==> src/rtl/mkds_pkg.sv <==
package mkds_pkg;

  // Key count the item fields can carry.
  localparam int FIELD_KEYS = 8;
  localparam int CNT_W      = 8;
  localparam int IDX_W      = 3;
  localparam int STATES_W   = 2 * FIELD_KEYS;

  localparam logic [CNT_W-1:0] DEBOUNCE_RESET = 8'd5;

  // Register map
  localparam logic [1:0] ADDR_DEBOUNCE = 2'd0;

  // Transaction kinds on the input side
  localparam logic MODE_SCAN = 1'b0;
  localparam logic MODE_TAKE = 1'b1;

  typedef enum logic [1:0] {
    ST_IDLE    = 2'd0,
    ST_PRESS   = 2'd1,
    ST_HOLD    = 2'd2,
    ST_RELEASE = 2'd3
  } key_state_t;

  // Per-step control shared by all key lanes
  typedef struct packed {
    logic             step;
    logic             scan;
    logic [CNT_W-1:0] thr;
  } lane_ctl_t;

endpackage

==> src/rtl/mkds_key_lane.sv <==
module mkds_key_lane (
  input  logic                  clk,
  input  logic                  rst,
  input  mkds_pkg::lane_ctl_t   ctl,
  input  logic                  down,
  input  logic                  take_hit,
  output mkds_pkg::key_state_t  state,
  output mkds_pkg::key_state_t  state_next
);

  logic [mkds_pkg::CNT_W-1:0] count;
  logic [mkds_pkg::CNT_W-1:0] count_next;
  logic [mkds_pkg::CNT_W-1:0] count_inc;

  assign count_inc = count + mkds_pkg::CNT_W'(1);

  always_comb begin
    state_next = state;
    count_next = count;
    if (ctl.step) begin
      if (ctl.scan) begin
        if (down) begin
          if (count < ctl.thr) begin
            count_next = count_inc;
            if (count_inc == ctl.thr) begin
              state_next = mkds_pkg::ST_PRESS;
            end
          end else begin
            state_next = mkds_pkg::ST_HOLD;
          end
        end else begin
          state_next = (count >= ctl.thr) ? mkds_pkg::ST_RELEASE : mkds_pkg::ST_IDLE;
          count_next = '0;
        end
      end else if (take_hit) begin
        state_next = mkds_pkg::ST_HOLD;
      end
    end
  end

  always_ff @(posedge clk) begin
    if (rst) begin
      state <= mkds_pkg::ST_IDLE;
      count <= '0;
    end else begin
      state <= state_next;
      count <= count_next;
    end
  end

endmodule

==> src/rtl/mkds_take_pick.sv <==
module mkds_take_pick #(
  parameter int LANES = 8
) (
  input  logic [LANES-1:0]           press,
  output logic [LANES-1:0]           hit,
  output logic                       found,
  output logic [mkds_pkg::IDX_W-1:0] index
);

  // Isolate the lowest set bit.
  assign hit   = press & (~press + LANES'(1));
  assign found = |press;

  always_comb begin
    index = '0;
    for (int i = LANES - 1; i >= 0; i--) begin
      if (press[i]) begin
        index = mkds_pkg::IDX_W'(i);
      end
    end
  end

endmodule

==> src/rtl/multi_key_debounce_scanner_unit.sv <==
// Debounce scanner for up to eight active-low keys. Each input transaction is
// either a scan tick (tuser = 0, tdata carries the pin levels) or a take
// (tuser = 1), which moves the lowest-numbered key in press to hold. Every
// transaction returns one result with all key statuses, the queried status,
// a press summary and the take outcome. One transaction is accepted per clock
// while the result stream is not stalled; a result passes through the input
// register, then one update of the per-key status and counter registers into
// the result register. The user must write the debounce threshold over APB at
// address 0 only while the block is idle; the block does not enforce this.
module multi_key_debounce_scanner_unit #(
  parameter int KEYS = 8
) (
  input  logic        clk,
  input  logic        rst,
  // APB configuration
  input  logic        psel,
  input  logic        penable,
  input  logic        pwrite,
  input  logic [1:0]  paddr,
  input  logic [31:0] pwdata,
  output logic [31:0] prdata,
  output logic        pready,
  // Input stream
  input  logic        s_axis_tvalid,
  output logic        s_axis_tready,
  input  logic [15:0] s_axis_tdata,  // raw_levels[7:0], query_index[10:8], zero
  input  logic        s_axis_tuser,  // mode
  // Result stream
  output logic        m_axis_tvalid,
  input  logic        m_axis_tready,
  // key_states[15:0], queried_state[17:16], any_fresh_press[18],
  // trigger_valid[19], trigger_index[22:20], zero
  output logic [23:0] m_axis_tdata
);

  localparam int LANES = (KEYS < mkds_pkg::FIELD_KEYS) ? KEYS : mkds_pkg::FIELD_KEYS;

  // Configuration
  logic [mkds_pkg::CNT_W-1:0] debounce_ticks;
  logic                       cfg_write;

  assign pready    = 1'b1;
  assign cfg_write = psel && penable && pwrite && (paddr == mkds_pkg::ADDR_DEBOUNCE);
  assign prdata    = (paddr == mkds_pkg::ADDR_DEBOUNCE) ? 32'(debounce_ticks) : '0;

  always_ff @(posedge clk) begin
    if (rst) begin
      debounce_ticks <= mkds_pkg::DEBOUNCE_RESET;
    end else if (cfg_write) begin
      debounce_ticks <= pwdata[mkds_pkg::CNT_W-1:0];
    end
  end

  // Input register
  logic                              in_valid;
  logic                              in_mode;
  logic [mkds_pkg::FIELD_KEYS-1:0]   in_levels;
  logic [mkds_pkg::IDX_W-1:0]        in_query;
  logic                              out_valid;
  logic                              advance;

  assign advance       = in_valid && (!out_valid || m_axis_tready);
  assign s_axis_tready = !in_valid || advance;

  always_ff @(posedge clk) begin
    if (rst) begin
      in_valid <= 1'b0;
    end else if (s_axis_tready) begin
      in_valid <= s_axis_tvalid;
    end
  end

  always_ff @(posedge clk) begin
    if (s_axis_tvalid && s_axis_tready) begin
      in_mode   <= s_axis_tuser;
      in_levels <= s_axis_tdata[7:0];
      in_query  <= s_axis_tdata[10:8];
    end
  end

  // Key lanes
  mkds_pkg::lane_ctl_t        ctl;
  mkds_pkg::key_state_t       state      [LANES];
  mkds_pkg::key_state_t       state_next [LANES];
  logic [LANES-1:0]           press;
  logic [LANES-1:0]           press_next;
  logic [LANES-1:0]           hit;
  logic                       found;
  logic [mkds_pkg::IDX_W-1:0] pick_index;

  assign ctl.step = advance;
  assign ctl.scan = (in_mode == mkds_pkg::MODE_SCAN);
  assign ctl.thr  = debounce_ticks;

  mkds_take_pick #(.LANES(LANES)) u_pick (
    .press (press),
    .hit   (hit),
    .found (found),
    .index (pick_index)
  );

  for (genvar g = 0; g < LANES; g++) begin : g_lane
    mkds_key_lane u_lane (
      .clk        (clk),
      .rst        (rst),
      .ctl        (ctl),
      .down       (!in_levels[g]),
      .take_hit   (hit[g]),
      .state      (state[g]),
      .state_next (state_next[g])
    );
    assign press[g]      = (state[g] == mkds_pkg::ST_PRESS);
    assign press_next[g] = (state_next[g] == mkds_pkg::ST_PRESS);
  end

  // Result assembly; absent keys read as idle
  logic [mkds_pkg::STATES_W-1:0] states_packed;
  logic [1:0]                    queried;
  logic                          take_ok;

  always_comb begin
    states_packed = '0;
    for (int i = 0; i < LANES; i++) begin
      states_packed[2*i +: 2] = state_next[i];
    end
  end

  assign queried = states_packed[{in_query, 1'b0} +: 2];
  assign take_ok = (in_mode == mkds_pkg::MODE_TAKE) && found;

  // Result register
  logic [mkds_pkg::STATES_W-1:0] out_states;
  logic [1:0]                    out_queried;
  logic                          out_any;
  logic                          out_trig;
  logic [mkds_pkg::IDX_W-1:0]    out_index;

  always_ff @(posedge clk) begin
    if (rst) begin
      out_valid <= 1'b0;
    end else if (advance) begin
      out_valid <= 1'b1;
    end else if (m_axis_tready) begin
      out_valid <= 1'b0;
    end
  end

  always_ff @(posedge clk) begin
    if (advance) begin
      out_states  <= states_packed;
      out_queried <= queried;
      out_any     <= |press_next;
      out_trig    <= take_ok;
      out_index   <= take_ok ? pick_index : '0;
    end
  end

  assign m_axis_tvalid = out_valid;
  assign m_axis_tdata  = {1'b0, out_index, out_trig, out_any, out_queried, out_states};

endmodule

==> config.mk <==
export PLATFORM = sky130hd
export DESIGN_NAME = multi_key_debounce_scanner_unit
export DESIGN_NICKNAME = d
export VERILOG_FILES = /design/src/rtl/mkds_pkg.sv /design/src/rtl/mkds_key_lane.sv /design/src/rtl/mkds_take_pick.sv /design/src/rtl/multi_key_debounce_scanner_unit.sv
export SDC_FILE = /design/constraint.sdc
export NUM_CORES = 1
export LEC_CHECK = 0
export ABC_AREA = 1
export BUFFER_PORTS_ARGS = -buffer_cell sky130_fd_sc_hd__clkbuf_2
export CAP_MARGIN = 20
export CORE_MARGIN = 4
export CORE_UTILIZATION = 30
export DETAILED_ROUTE_END_ITERATION = 6
export HOLD_SLACK_MARGIN = 0.08
export SETUP_SLACK_MARGIN = 0.15
export SLEW_MARGIN = 20
export SYNTH_ARGS = -nofsm -noshare
export SYNTH_HDL_FRONTEND = slang
export SYNTH_HIERARCHICAL = 1
export SYNTH_SLANG_ARGS = --single-unit
==> constraint.sdc <==
create_clock -name clk -period 4.6 [get_ports clk]
set_clock_uncertainty 0.05 [all_clocks]
set_input_delay 0.23 -clock clk [delete_from_list [all_inputs] [get_ports clk]]
set_output_delay 0.23 -clock clk [all_outputs]
set_load 0.05 [all_outputs]
==> summary.md, run 1 <==
| Metric | Value |
|---|---|
| Outcome | completed |
| Final WL | 27,320 um |
| Warnings from Yosys | 6 |
| Final weighted congestion in routability-driven placement | 0.8575 |
| Maximum VDD drop | 234.0 uV |
| Largest net degree at the start of global routing | 36 |
| Clock transition at path regs | 0.06 ns |
| DP Wirelength | 20,470 um |
| Crit path time final | 3.095 ns |
| Layout area overhead | 16.03% |
| Slew Limit Fails | 0 |
| Worst min-delay path category | primary input to register |
| Maximum fanout along the worst path | 17 |
| Hold path startpoint | rst |
| Startpoint types | register |
| Post-synthesis register bit count | 125 |
| Fillers | 3,617 |
| Setup TNS | 0 ns |
| Antenna Cells | 0 |
| Initial antenna violation count | 0 |
| Post-synth ARST share | 0 |
| Launching point of the worst reg2reg path | debounce_ticks[1] |
| Inst Count DP | 2,061 |
| Clock Tree Buf Depth | 2 |
| # rows | 67 |
| CTS Root Cell | clkbuf_16 |
| Setup violations, final | 0 |
| Die Width | 193.2 um |
| Arrival @ worst endpoint | 3.22 ns |
| Setup CP Type | register to register |
| DRT antenna net count | 0 |
| Drt wl/cell | 12.92 um |
| Total CTS buffers | 17 |
| Fin nets | 1,784 |
| I/O pin count | 117 |
| Post-Syn Area | 10,280 um2 |
| Avg Inst Size Synth | 6.614 um2 |
| Core ar. | 33,700 um2 |
| Postcts setup bufs | 0 |
| GRT Util Overall | 0.1483 |
| Multi-input logic area | 6227 um2 |
| DIE AREA | 37,310 um2 |
| Commonest cells in the netlist | 432 x nand2_1, 274 x inv_1, 149 x nand3_1 |
| Synth area leader | dfxtp_1 |
| Endpoints failing hold | 0 |
| Initial core utilization | 0.3052 |
| DRC | 0 |
| IO Port Bufs | 61 |
| F_max | 323.1 MHz |
| Post-synth EDFFs | 35 |
| Number of gates resized after cts | 0 |
| Die H | 193.2 um |
| Unrepaired setup endpoints after global routing | false |
| Non-Filler Instances | 2,115 |
| Most numerous cell in the Yosys netlist | nand2_1 |
| Total grt overflow | 0 |
| Slew HR | 0.3096 |
| Synth area leaders | dfxtp_1 18%, nand2_1 16%, edfxtp_1 10%, inv_1 10%, ha_1 8.8% |
| Dpl ws | 1.453 ns |
| FF+latch area | 2853 um2 |
| Worst Max-Slew Pin Slew | 1.033 ns |
| Vias post-DR | 9,691 |
| Top FF cell, synth | dfxtp_1 |
| Gate Count Post-Synth | 1,555 |
| Vias in the first global route | 9,204 |
| Worst Setup SP | debounce_ticks[1] |
| Starting DRT DRC Count | 578 |
| CP endpoint kind | register |
| Clk_lat worst skew | 0.43 ns |
| First-pass GRT wire length | 44,350 um |
| Total power | 2.957 mW |
| Seq/Total Area, Yosys | 0.2774 |
| Total leakage power | 5.637 nW |
| CTS sink count | 125 |
| Maxcap violations | 0 |
| Share of cells above drive strength 1 | 0.1602 |
| CTS tree | built |
| # hold bufs at CTS | 22 |
| Yosys top cell area share | 0.1752 |
| Final period utilization | 0.6728 |
| H-tree depth | 4 |
| PD cells | 247.8 nW/um2 |
| Pre-Repair DR Iteration Count | 5 |
| Synth cell types | 30 |
| Critical Path RT | 4.72 ns |
| Via density | 4.582 |
| PnR worst setup slack | 1.505 ns |
[layer usage]
layer  global-route usage  up-vias  share of wire
met5                    0        -              0
met4              0.04357        0          0.021
met3              0.02647       33          0.033
met2               0.2557      152           0.47
met1               0.1903     4444           0.47
li1                     -     5062              -
[worst max-delay path, stage by stage, from the launching register on]
cell	delay, ns
dfxtp_1	0.95
inv_1	0.11
ha_1	0.34
a21oi_1	0.15
o21ai_0	0.09
nand2_1	0.06
nand2_1	0.06
inv_1	0.09
o21ai_0	0.12
a21oi_1	0.17
nand2_1	0.07
nand2_1	0.08
inv_1	0.09
inv_1	0.06
nand2_1	0.04
nand3_1	0.08
nand2_1	0.06
nand2_1	0.05
nand2_1	0.09
[metrics by stage]
stage          cell area, um2  hold WS, ns  utilization
4_1_cts                 11930       0.1494       0.3541
3_5_place_dp            11080       0.3586       0.3287
3_3_place_gp            11080       0.3587       0.3287
6_report                11930       0.1570       0.3541
2_1_floorplan           10380       0.2491            -
5_1_grt                 11930       0.1702       0.3541
[report_power, final]
group	total, mW	internal [mW]	switching [mW]
clock	1.44	0.884	0.554
combinational	0.335	0.0874	0.248
sequential	1.18	1.16	0.0238
total	2.96	2.13	0.826
[state kept, by name (all words and copies together), names as in the netlist]
| register | count |
|---|---|
| out_trig | 1 |
| g_lane.u_lane/count | 64 |
| out_queried | 2 |
| m_axis_tvalid | 1 |
| in_levels | 8 |
| out_any | 1 |
| g_lane.u_lane/state | 16 |
| in_valid | 1 |
| out_index | 3 |
| in_query | 3 |
| out_states | 16 |
| debounce_ticks | 8 |
| in_mode | 1 |
[cells in the final DEF (no fill, tap or decap), types with 3 or more instances in the layout]
master	count
dfxtp_1	90
a21oi_2	8
nand2_1	432
nor2_4	25
o21ai_1	8
nand3_1	149
buf_4	12
and2_1	8
inv_1	274
nor2_1	115
dlygate4sd3_1	22
clkbuf_16	21
o21ai_0	33
nand3_2	33
xor2_1	8
o22ai_1	3
inv_6	4
nand2_2	57
edfxtp_1	35
o21ai_2	8
nor2_2	18
clkbuf_2	60
nor2_8	8
a211oi_1	8
a21oi_1	100
clkinv_4	4
o21bai_1	8
ha_1	72
conb_1	26
nand4_1	8
inv_2	3
[final timing paths]
path / endpoint / slack (ns) / cells after the start
min: g_lane[1].u_lane/count[7] / 0.16 / 2
max: out_queried[1] / 1.51 / 18
max reg2reg: out_queried[1] / 1.51 / 18
min reg2reg: g_lane[2].u_lane/count[0] / 0.45 / 2
[final cells by class]
type	count	share of cell area
multi-input cells	1138	0.5218
flip-flops and latches	125	0.2390
inverters	277	0.08713
repair buffers	95	0.05158
well taps	448	0.04697
clock buffers	21	0.04403
clock inverters	11	0.009436
[cell families (layout without fill, tap and decap cells)]
group	Yosys count	in the layout	synth area share
other cells	2	26	0.0007302
fa+ha+maj	72	72	0.08759
xor+xnor	8	8	0.006813
flops	125	125	0.2774
buf+inv	316	404	0.1270
simple gates	855	855	0.4043
compound gates	177	177	0.09623
(Power assumes the default switching activity.)
==> run 2: changes to the inputs <==
==> constraint.sdc (replaced) <==
create_clock -name clk -period 3.03 [get_ports clk]
set_clock_uncertainty 0.05 [all_clocks]
set_input_delay 0.1515 -clock clk [delete_from_list [all_inputs] [get_ports clk]]
set_output_delay 0.1515 -clock clk [all_outputs]
set_load 0.05 [all_outputs]
==> summary.md, run 2 (synthesized netlist as in run 1, its figures left out) <==
| Metric | Value |
|---|---|
| Outcome | completed |
| # rows | 67 (unchanged) |
| Starting DRT DRC Count | 590 (+2.1%) |
| R2r setup slk | 0.27 ns (-1.24 ns) |
| Die Width | 193.2 um (unchanged) |
| DP Wirelength | 20,870 um (+1.9%) |
| Largest delay share family, worst path | simple AND/OR/NAND/NOR gates |
| PD cells | 371.1 nW/um2 (+50%) |
| Clock transition at path regs | 0.06 ns (about the same) |
| Path depth of the worst reg2reg path | 19 (+1) |
| Setup CP Type | register to register |
| Setup violations, final | 0 (unchanged) |
| Share of cells above drive strength 1 | 0.1788 (+0.01868) |
| Drt wl/cell | 13.16 um (+1.9%) |
| DIE AREA | 37,310 um2 (unchanged) |
| Worst hold path cell count | 5 (+3) |
| Layout area overhead | 18.42% |
| GRT Util Overall | 0.1517 (+0.003332) |
| Via density | 4.609 (+0.58%) |
| Slew HR | 0.4228 (+0.1132) |
| Largest register by flop count | g_lane.u_lane/count |
| Hold path startpoint | penable |
| Maximum VDD drop | 376.5 uV (+61%) |
| CP Buf/Inv Count | 4 (unchanged) |
| Pre-Repair DR Iteration Count | 6 (+1) |
| Endpoint, Worst Hold | debounce_ticks[5] |
| H-tree depth | 4 (unchanged) |
| Maxcap violations | 0 (unchanged) |
| Final WL | 28,040 um (+2.7%) |
| GR peak layer | met2 |
| CTS sink count | 125 (unchanged) |
| Final weighted congestion in routability-driven placement | 0.8487 (-1.0%) |
| Setup TNS | 0 ns (unchanged) |
| Commonest non-fill, non-tap cell in the layout | nand2_1 |
| Fillers | 3,572 (-1.2%) |
| Met1 GRT Util | 0.1936 (+0.003324) |
| Antenna Cells | 0 (unchanged) |
| Clock Tree Buf Depth | 2 (unchanged) |
| DRC | 0 (unchanged) |
| Post-route cell area | 12,180 um2 (+2.1%) |
| Largest net degree at the start of global routing | 41 (+14%) |
| Core ar. | 33,700 um2 (unchanged) |
| F_max | 362.3 MHz (+12%) |
| DP Area | 11,220 um2 (+1.3%) |
| Total grt overflow | 0 (unchanged) |
| CP dominant cell by count | nand2_1 |
| Initial core utilization | 0.3052 (unchanged) |
| Arrival @ worst endpoint | 2.86 ns (-0.36 ns) |
| Slowest stage cell, crit path | dfxtp_2 |
| Die H | 193.2 um (unchanged) |
| Max reg flops | 64 (unchanged) |
| Worst path max stage delay | 0.37 ns (-0.58 ns) |
| Initial antenna violation count | 0 (unchanged) |
| I/O pin count | 117 (unchanged) |
| Cell chain of the critical path | buf_8, inv_1, ha_1, nand2_1, nor2_1, a211oi_2, nand2_1, inv_2, o21ai_1, nand2_1, nand2_1, nand2_2, nand2_1, inv_1, nand2_1, nand3_1, nand2_1, nand2_1, nand2_1 |
| Clk_lat worst skew | 0.43 ns (about the same) |
| Worst min-delay path category | primary input to register |
| IO Port Bufs | 61 (unchanged) |
| RR Endpoint | out_queried[0] |
| Crit path time final | 2.760 ns (-0.3346 ns) |
| DRT antenna net count | 0 (unchanged) |
| Most frequent cells in the layout | 431 x nand2_1, 272 x inv_1, 149 x nand3_1 |
| Hold Slack | 0.1108 ns (-0.04621 ns) |
| Largest regs | g_lane.u_lane/count x64, g_lane.u_lane/state x16, out_states x16 |
| Final period utilization | 0.9110 (+0.2382) |
| CP endpoint kind | register |
| Unrepaired setup endpoints after global routing | false |
| Worst Max-Slew Pin Slew | 0.8649 ns (-0.1685 ns) |
| Fin nets | 1,800 (+0.90%) |
| First-pass GRT wire length | 45,020 um (+1.5%) |
| Met2 Use GR | 0.2666 (+0.01093) |
| Endpoints failing hold | 0 (unchanged) |
| Total leakage power | 5.725 nW (+1.6%) |
| Vias in the first global route | 9,175 (-0.32%) |
| Critical Path RT | 3.13 ns (-1.59 ns) |
| GR Util met3 | 0.02467 (-0.001801) |
| Total CTS buffers | 17 (unchanged) |
| Launching point of the worst reg2reg path | debounce_ticks[7] |
| CTS tree | built |
| Slew Limit Fails | 0 (unchanged) |
| CTS Root Cell | clkbuf_16 |
| Vias post-DR | 9,821 (+1.3%) |
| Maximum fanout along the worst path | 10 (-7) |
| Startpoint types | register |
==> run 2: cell count changes in the layout (fill, tap and decap cells not counted), moves of 4 or more <==
cell | before | now
clkinv_2 | 0 | 4
inv_6 | 4 | 0
clkbuf_16 | 21 | 17
dfxtp_1 | 90 | 86
a211oi_1 | 8 | 1
a211oi_2 | 0 | 7
buf_4 | 12 | 17
buf_12 | 0 | 4
==> run 2: repair_timing <==
action / 4_1_cts / 5_1_grt
gates resized for setup: 0 / 30
setup buffers: 0 / 2
endpoints found under the setup margin: 0 / 3
endpoints found under the hold margin: 22 / 0
hold buffers: 23 / 0
==> run 2: where the power goes <==
part / internal, mW / total (mW) / switching (mW)
clock network: 1.37 / 2.19 / 0.815
logic: 0.149 / 0.543 / 0.394
registers: 1.76 / 1.79 / 0.0291
==> run 2: worst register-to-register path, cell delays in order (launching register included) <==
cell and delay (ns):
dfxtp_2 0.37, buf_8 0.16, inv_1 0.08, ha_1 0.33, nand2_1 0.11, nor2_1 0.06
a211oi_2 0.22, nand2_1 0.13, inv_2 0.08, o21ai_1 0.10, nand2_1 0.08, nand2_1 0.07
nand2_2 0.08, nand2_1 0.13, inv_1 0.10, nand2_1 0.05, nand3_1 0.09, nand2_1 0.06
nand2_1 0.05, nand2_1 0.09
==> run 2: how the worst max path moves through the flow <==
stage / from / end / slack [ns] / depth (start not counted)
floorplan: m_axis_tvalid / out_queried[1] / 0.35 / 12
global placement: debounce_ticks[5] / out_queried[0] / 0.23 / 19
detailed placement: debounce_ticks[5] / out_queried[0] / 0.25 / 19
CTS: debounce_ticks[5] / out_queried[0] / 0.23 / 19
global route: debounce_ticks[7] / out_queried[0] / 0.13 / 19
finish: debounce_ticks[7] / out_queried[0] / 0.27 / 19
==> run 2: final cells by class <==
cell class / count / area (um2) / share of cell area
multi-input cells: 1138 / 6280 / 0.5156
flip-flops and latches: 125 / 2860 / 0.2348
inverters: 277 / 1040 / 0.08537
repair buffers: 111 / 815.8 / 0.06698
well taps: 448 / 560.5 / 0.04602
clock buffers: 17 / 425.4 / 0.03493
clock inverters: 15 / 197.7 / 0.01623
==> run 2: through the flow <==
stage	utilization	power [mW]	setup slack, ns	cells
floorplan	-	2.210	0.3536	1579
global placement	0.3328	2.334	0.2289	2073
detailed placement	0.3328	2.338	0.2548	2073
CTS	0.3581	4.566	0.2269	2128
global route	0.3614	4.700	0.1293	2131
finish	0.3614	4.520	0.2698	2131
==> run 2: layer usage <==
metal	share of wire	routed length, um	up-vias
met4	0.014	382	0
li1	-	-	5095
met1	0.46	12890	4524
met2	0.49	13650	180
met3	0.040	1127	22
met5	0	0	-
==> run 3: changes to the inputs <==
--- a/config.mk
+++ b/config.mk
@@ -12,6 +12,7 @@
 export CORE_UTILIZATION = 30
 export DETAILED_ROUTE_END_ITERATION = 6
 export HOLD_SLACK_MARGIN = 0.08
+export RECOVER_POWER = 100
 export SETUP_SLACK_MARGIN = 0.15
 export SLEW_MARGIN = 20
 export SYNTH_ARGS = -nofsm -noshare
==> constraint.sdc (replaced) <==
create_clock -name clk -period 3.03 [get_ports clk]
set_clock_uncertainty 0.05 [all_clocks]
set_input_delay 0.1515 -clock clk [delete_from_list [all_inputs] [get_ports clk]]
set_output_delay 0.1515 -clock clk [all_outputs]
set_load 0.02 [all_outputs]
==> summary.md, run 3 (synthesized netlist as in run 1, its figures left out) <==
| Metric | Value |
|---|---|
| Outcome | finished, violations left |
| Failing checks | capacitance limit, slew limit |
| Maximum VDD drop | 377.0 uV (+0.13%) |
| Total leakage power | 5.587 nW (-2.4%) |
| Total CTS buffers | 17 (unchanged) |
| DP Wirelength | 20,870 um (unchanged) |
| Worst min-delay path category | primary input to register |
| Combinational share of power | 0.101 (-0.019) |
| Crit path time final | 2.823 ns (+0.06318 ns) |
| # rows | 67 (unchanged) |
| DIE AREA | 37,310 um2 (unchanged) |
| Worst Max-Slew Pin Slew | 1.602 ns (+0.7368 ns) |
| H-tree depth | 4 (unchanged) |
| Endpoints failing hold | 0 (unchanged) |
| Die H | 193.2 um (unchanged) |
| Slew HR | -0.06780 (-0.4906) |
| Psw | 1.153 mW (-6.9%) |
| Largest net degree at the start of global routing | 41 (unchanged) |
| Antenna Cells | 0 (unchanged) |
| Sequential Power Share | 0.404 (+0.008) |
| Critical Path RT | 3.14 ns (about the same) |
| Initial antenna violation count | 0 (unchanged) |
| Largest register by flop count | g_lane.u_lane/count |
| Core ar. | 33,700 um2 (unchanged) |
| Vias in the first global route | 9,175 (unchanged) |
| Clock transition at path regs | 0.06 ns (about the same) |
| CTS Root Cell | clkbuf_16 |
| Setup TNS | 0 ns (unchanged) |
| Vias post-DR | 9,803 (-0.18%) |
| Maximum fanout along the worst path | 10 (unchanged) |
| Starting DRT DRC Count | 639 (+8.3%) |
| I/O pin count | 117 (unchanged) |
| CP endpoint kind | register |
| CTS tree | built |
| Final WL | 28,140 um (+0.35%) |
| Startpoint types | register |
| F_max | 354.2 MHz (-2.2%) |
| Clk_lat worst skew | 0.43 ns (about the same) |
| Initial core utilization | 0.3052 (unchanged) |
| DRT antenna net count | 0 (unchanged) |
| CTS sink count | 125 (unchanged) |
| Layout area overhead | 17.21% |
| Unrepaired setup endpoints after global routing | false |
| Arrival @ worst endpoint | 2.93 ns (+0.07 ns) |
| DRC | 0 (unchanged) |
| Commonest non-fill, non-tap cell in the layout | nand2_1 |
| Pre-Repair DR Iteration Count | 7 (+1) |
| Final period utilization | 0.9318 (+0.02085) |
| Total grt overflow | 0 (unchanged) |
| Internal power component | 3.272 mW (-0.31%) |
| Setup violations, final | 0 (unchanged) |
| GRT Util Overall | 0.1517 (unchanged) |
| Max reg flops | 64 (unchanged) |
| IO Port Bufs | 61 (unchanged) |
| Die Width | 193.2 um (unchanged) |
| Drt wl/cell | 13.21 um (+0.35%) |
| PD cells | 367.1 nW/um2 (-1.1%) |
| Switch share | 0.2606 (-0.01330) |
| Setup CP Type | register to register |
| First-pass GRT wire length | 45,020 um (unchanged) |
| Largest regs | g_lane.u_lane/count x64, g_lane.u_lane/state x16, out_states x16 |
| Final weighted congestion in routability-driven placement | 0.8487 (unchanged) |
| Clock Tree Buf Depth | 2 (unchanged) |
| Share of cells above drive strength 1 | 0.1474 (-0.03149) |
| Total power | 4.425 mW (-2.1%) |
| Slew Limit Fails | 28 (+28) |
| Maxcap violations | 1 (+1) |
| Via density | 4.600 (-0.18%) |
| Clk pwr share | 0.494 (+0.010) |
| Most frequent cells in the layout | 434 x nand2_1, 273 x inv_1, 150 x nand3_1 |
| Fin nets | 1,800 (unchanged) |
run 3: cell count changes in the layout (fill, tap and decap cells not counted), sizes merged:
| cell | change |
|---|---|
| clkbuf | +7 |
| buf | -7 |
run 3: layout make-up:
cell class | count | area [um2]
fillers | 3605 | 21640
inverters | 277 | 1040
well taps | 448 | 560.5
clock inverters | 15 | 197.7
multi-input cells | 1138 | 6233
repair buffers | 111 | 739.5
clock buffers | 17 | 425.4
flip-flops and latches | 125 | 2859
run 3: power by group through the flow:
stage,sequential (mW),clock [mW],combinational (mW)
after floorplan,1.84,0,0.292
final,1.79,2.19,0.449
after CTS,1.79,2.24,0.457
after global routing,1.79,2.31,0.503
after global placement,1.83,0,0.427
after detailed placement,1.83,0,0.432
run 3: critical path, cell delays in order, from the launching register on:
cell and delay (ns):
dfxtp_1 0.41, buf_8 0.18, inv_1 0.07, ha_1 0.33, nand2_1 0.11, nor2_1 0.06
a211oi_2 0.22, nand2_1 0.14, inv_2 0.08, o21ai_1 0.10, nand2_1 0.08, nand2_1 0.07
nand2_2 0.08, nand2_1 0.12, inv_1 0.10, nand2_1 0.05, nand3_1 0.09, nand2_1 0.06
nand2_1 0.05, nand2_1 0.09
run 3: final timing paths:
kind / from / endpoint / slack, ns / cells past startpoint
worst max register to register: debounce_ticks[7] / out_queried[0] / 0.21 / 19
worst min register to register: in_valid / m_axis_tvalid / 0.43 / 2
worst min-delay path: penable / debounce_ticks[5] / 0.11 / 5
worst max-delay path: debounce_ticks[7] / out_queried[0] / 0.21 / 19
run 3: through the flow:
step | cell area, um2 | util | setup WS (ns) | hold WS (ns) | cells
final | 12060 | 0.3577 | 0.2066 | 0.1093 | 2131
after detailed placement | 11220 | 0.3328 | 0.2548 | 0.2801 | 2073
after global routing | 12060 | 0.3577 | 0.06197 | 0.1302 | 2131
after CTS | 12070 | 0.3581 | 0.2269 | 0.1018 | 2128
after floorplan | 10380 | - | 0.5051 | 0.1706 | 1579
after global placement | 11220 | 0.3328 | 0.2289 | 0.2779 | 2073
run 3: repair_timing:
item | 4_1_cts | 5_1_grt
endpoints found under the setup margin | 0 | 3
hold buffers | 23 | 0
setup buffers | 0 | 2
hold endpoints to repair | 22 | 0
resized for setup | 0 | 30
run 3: layer usage:
layer  part of all wire  up-vias  GRT usage
met3              0.031       29    0.02467
met2               0.49      167     0.2666
met5                  0        -          0
met1               0.47     4517     0.1936
li1                   -     5090          -
met4              0.015        0    0.04003
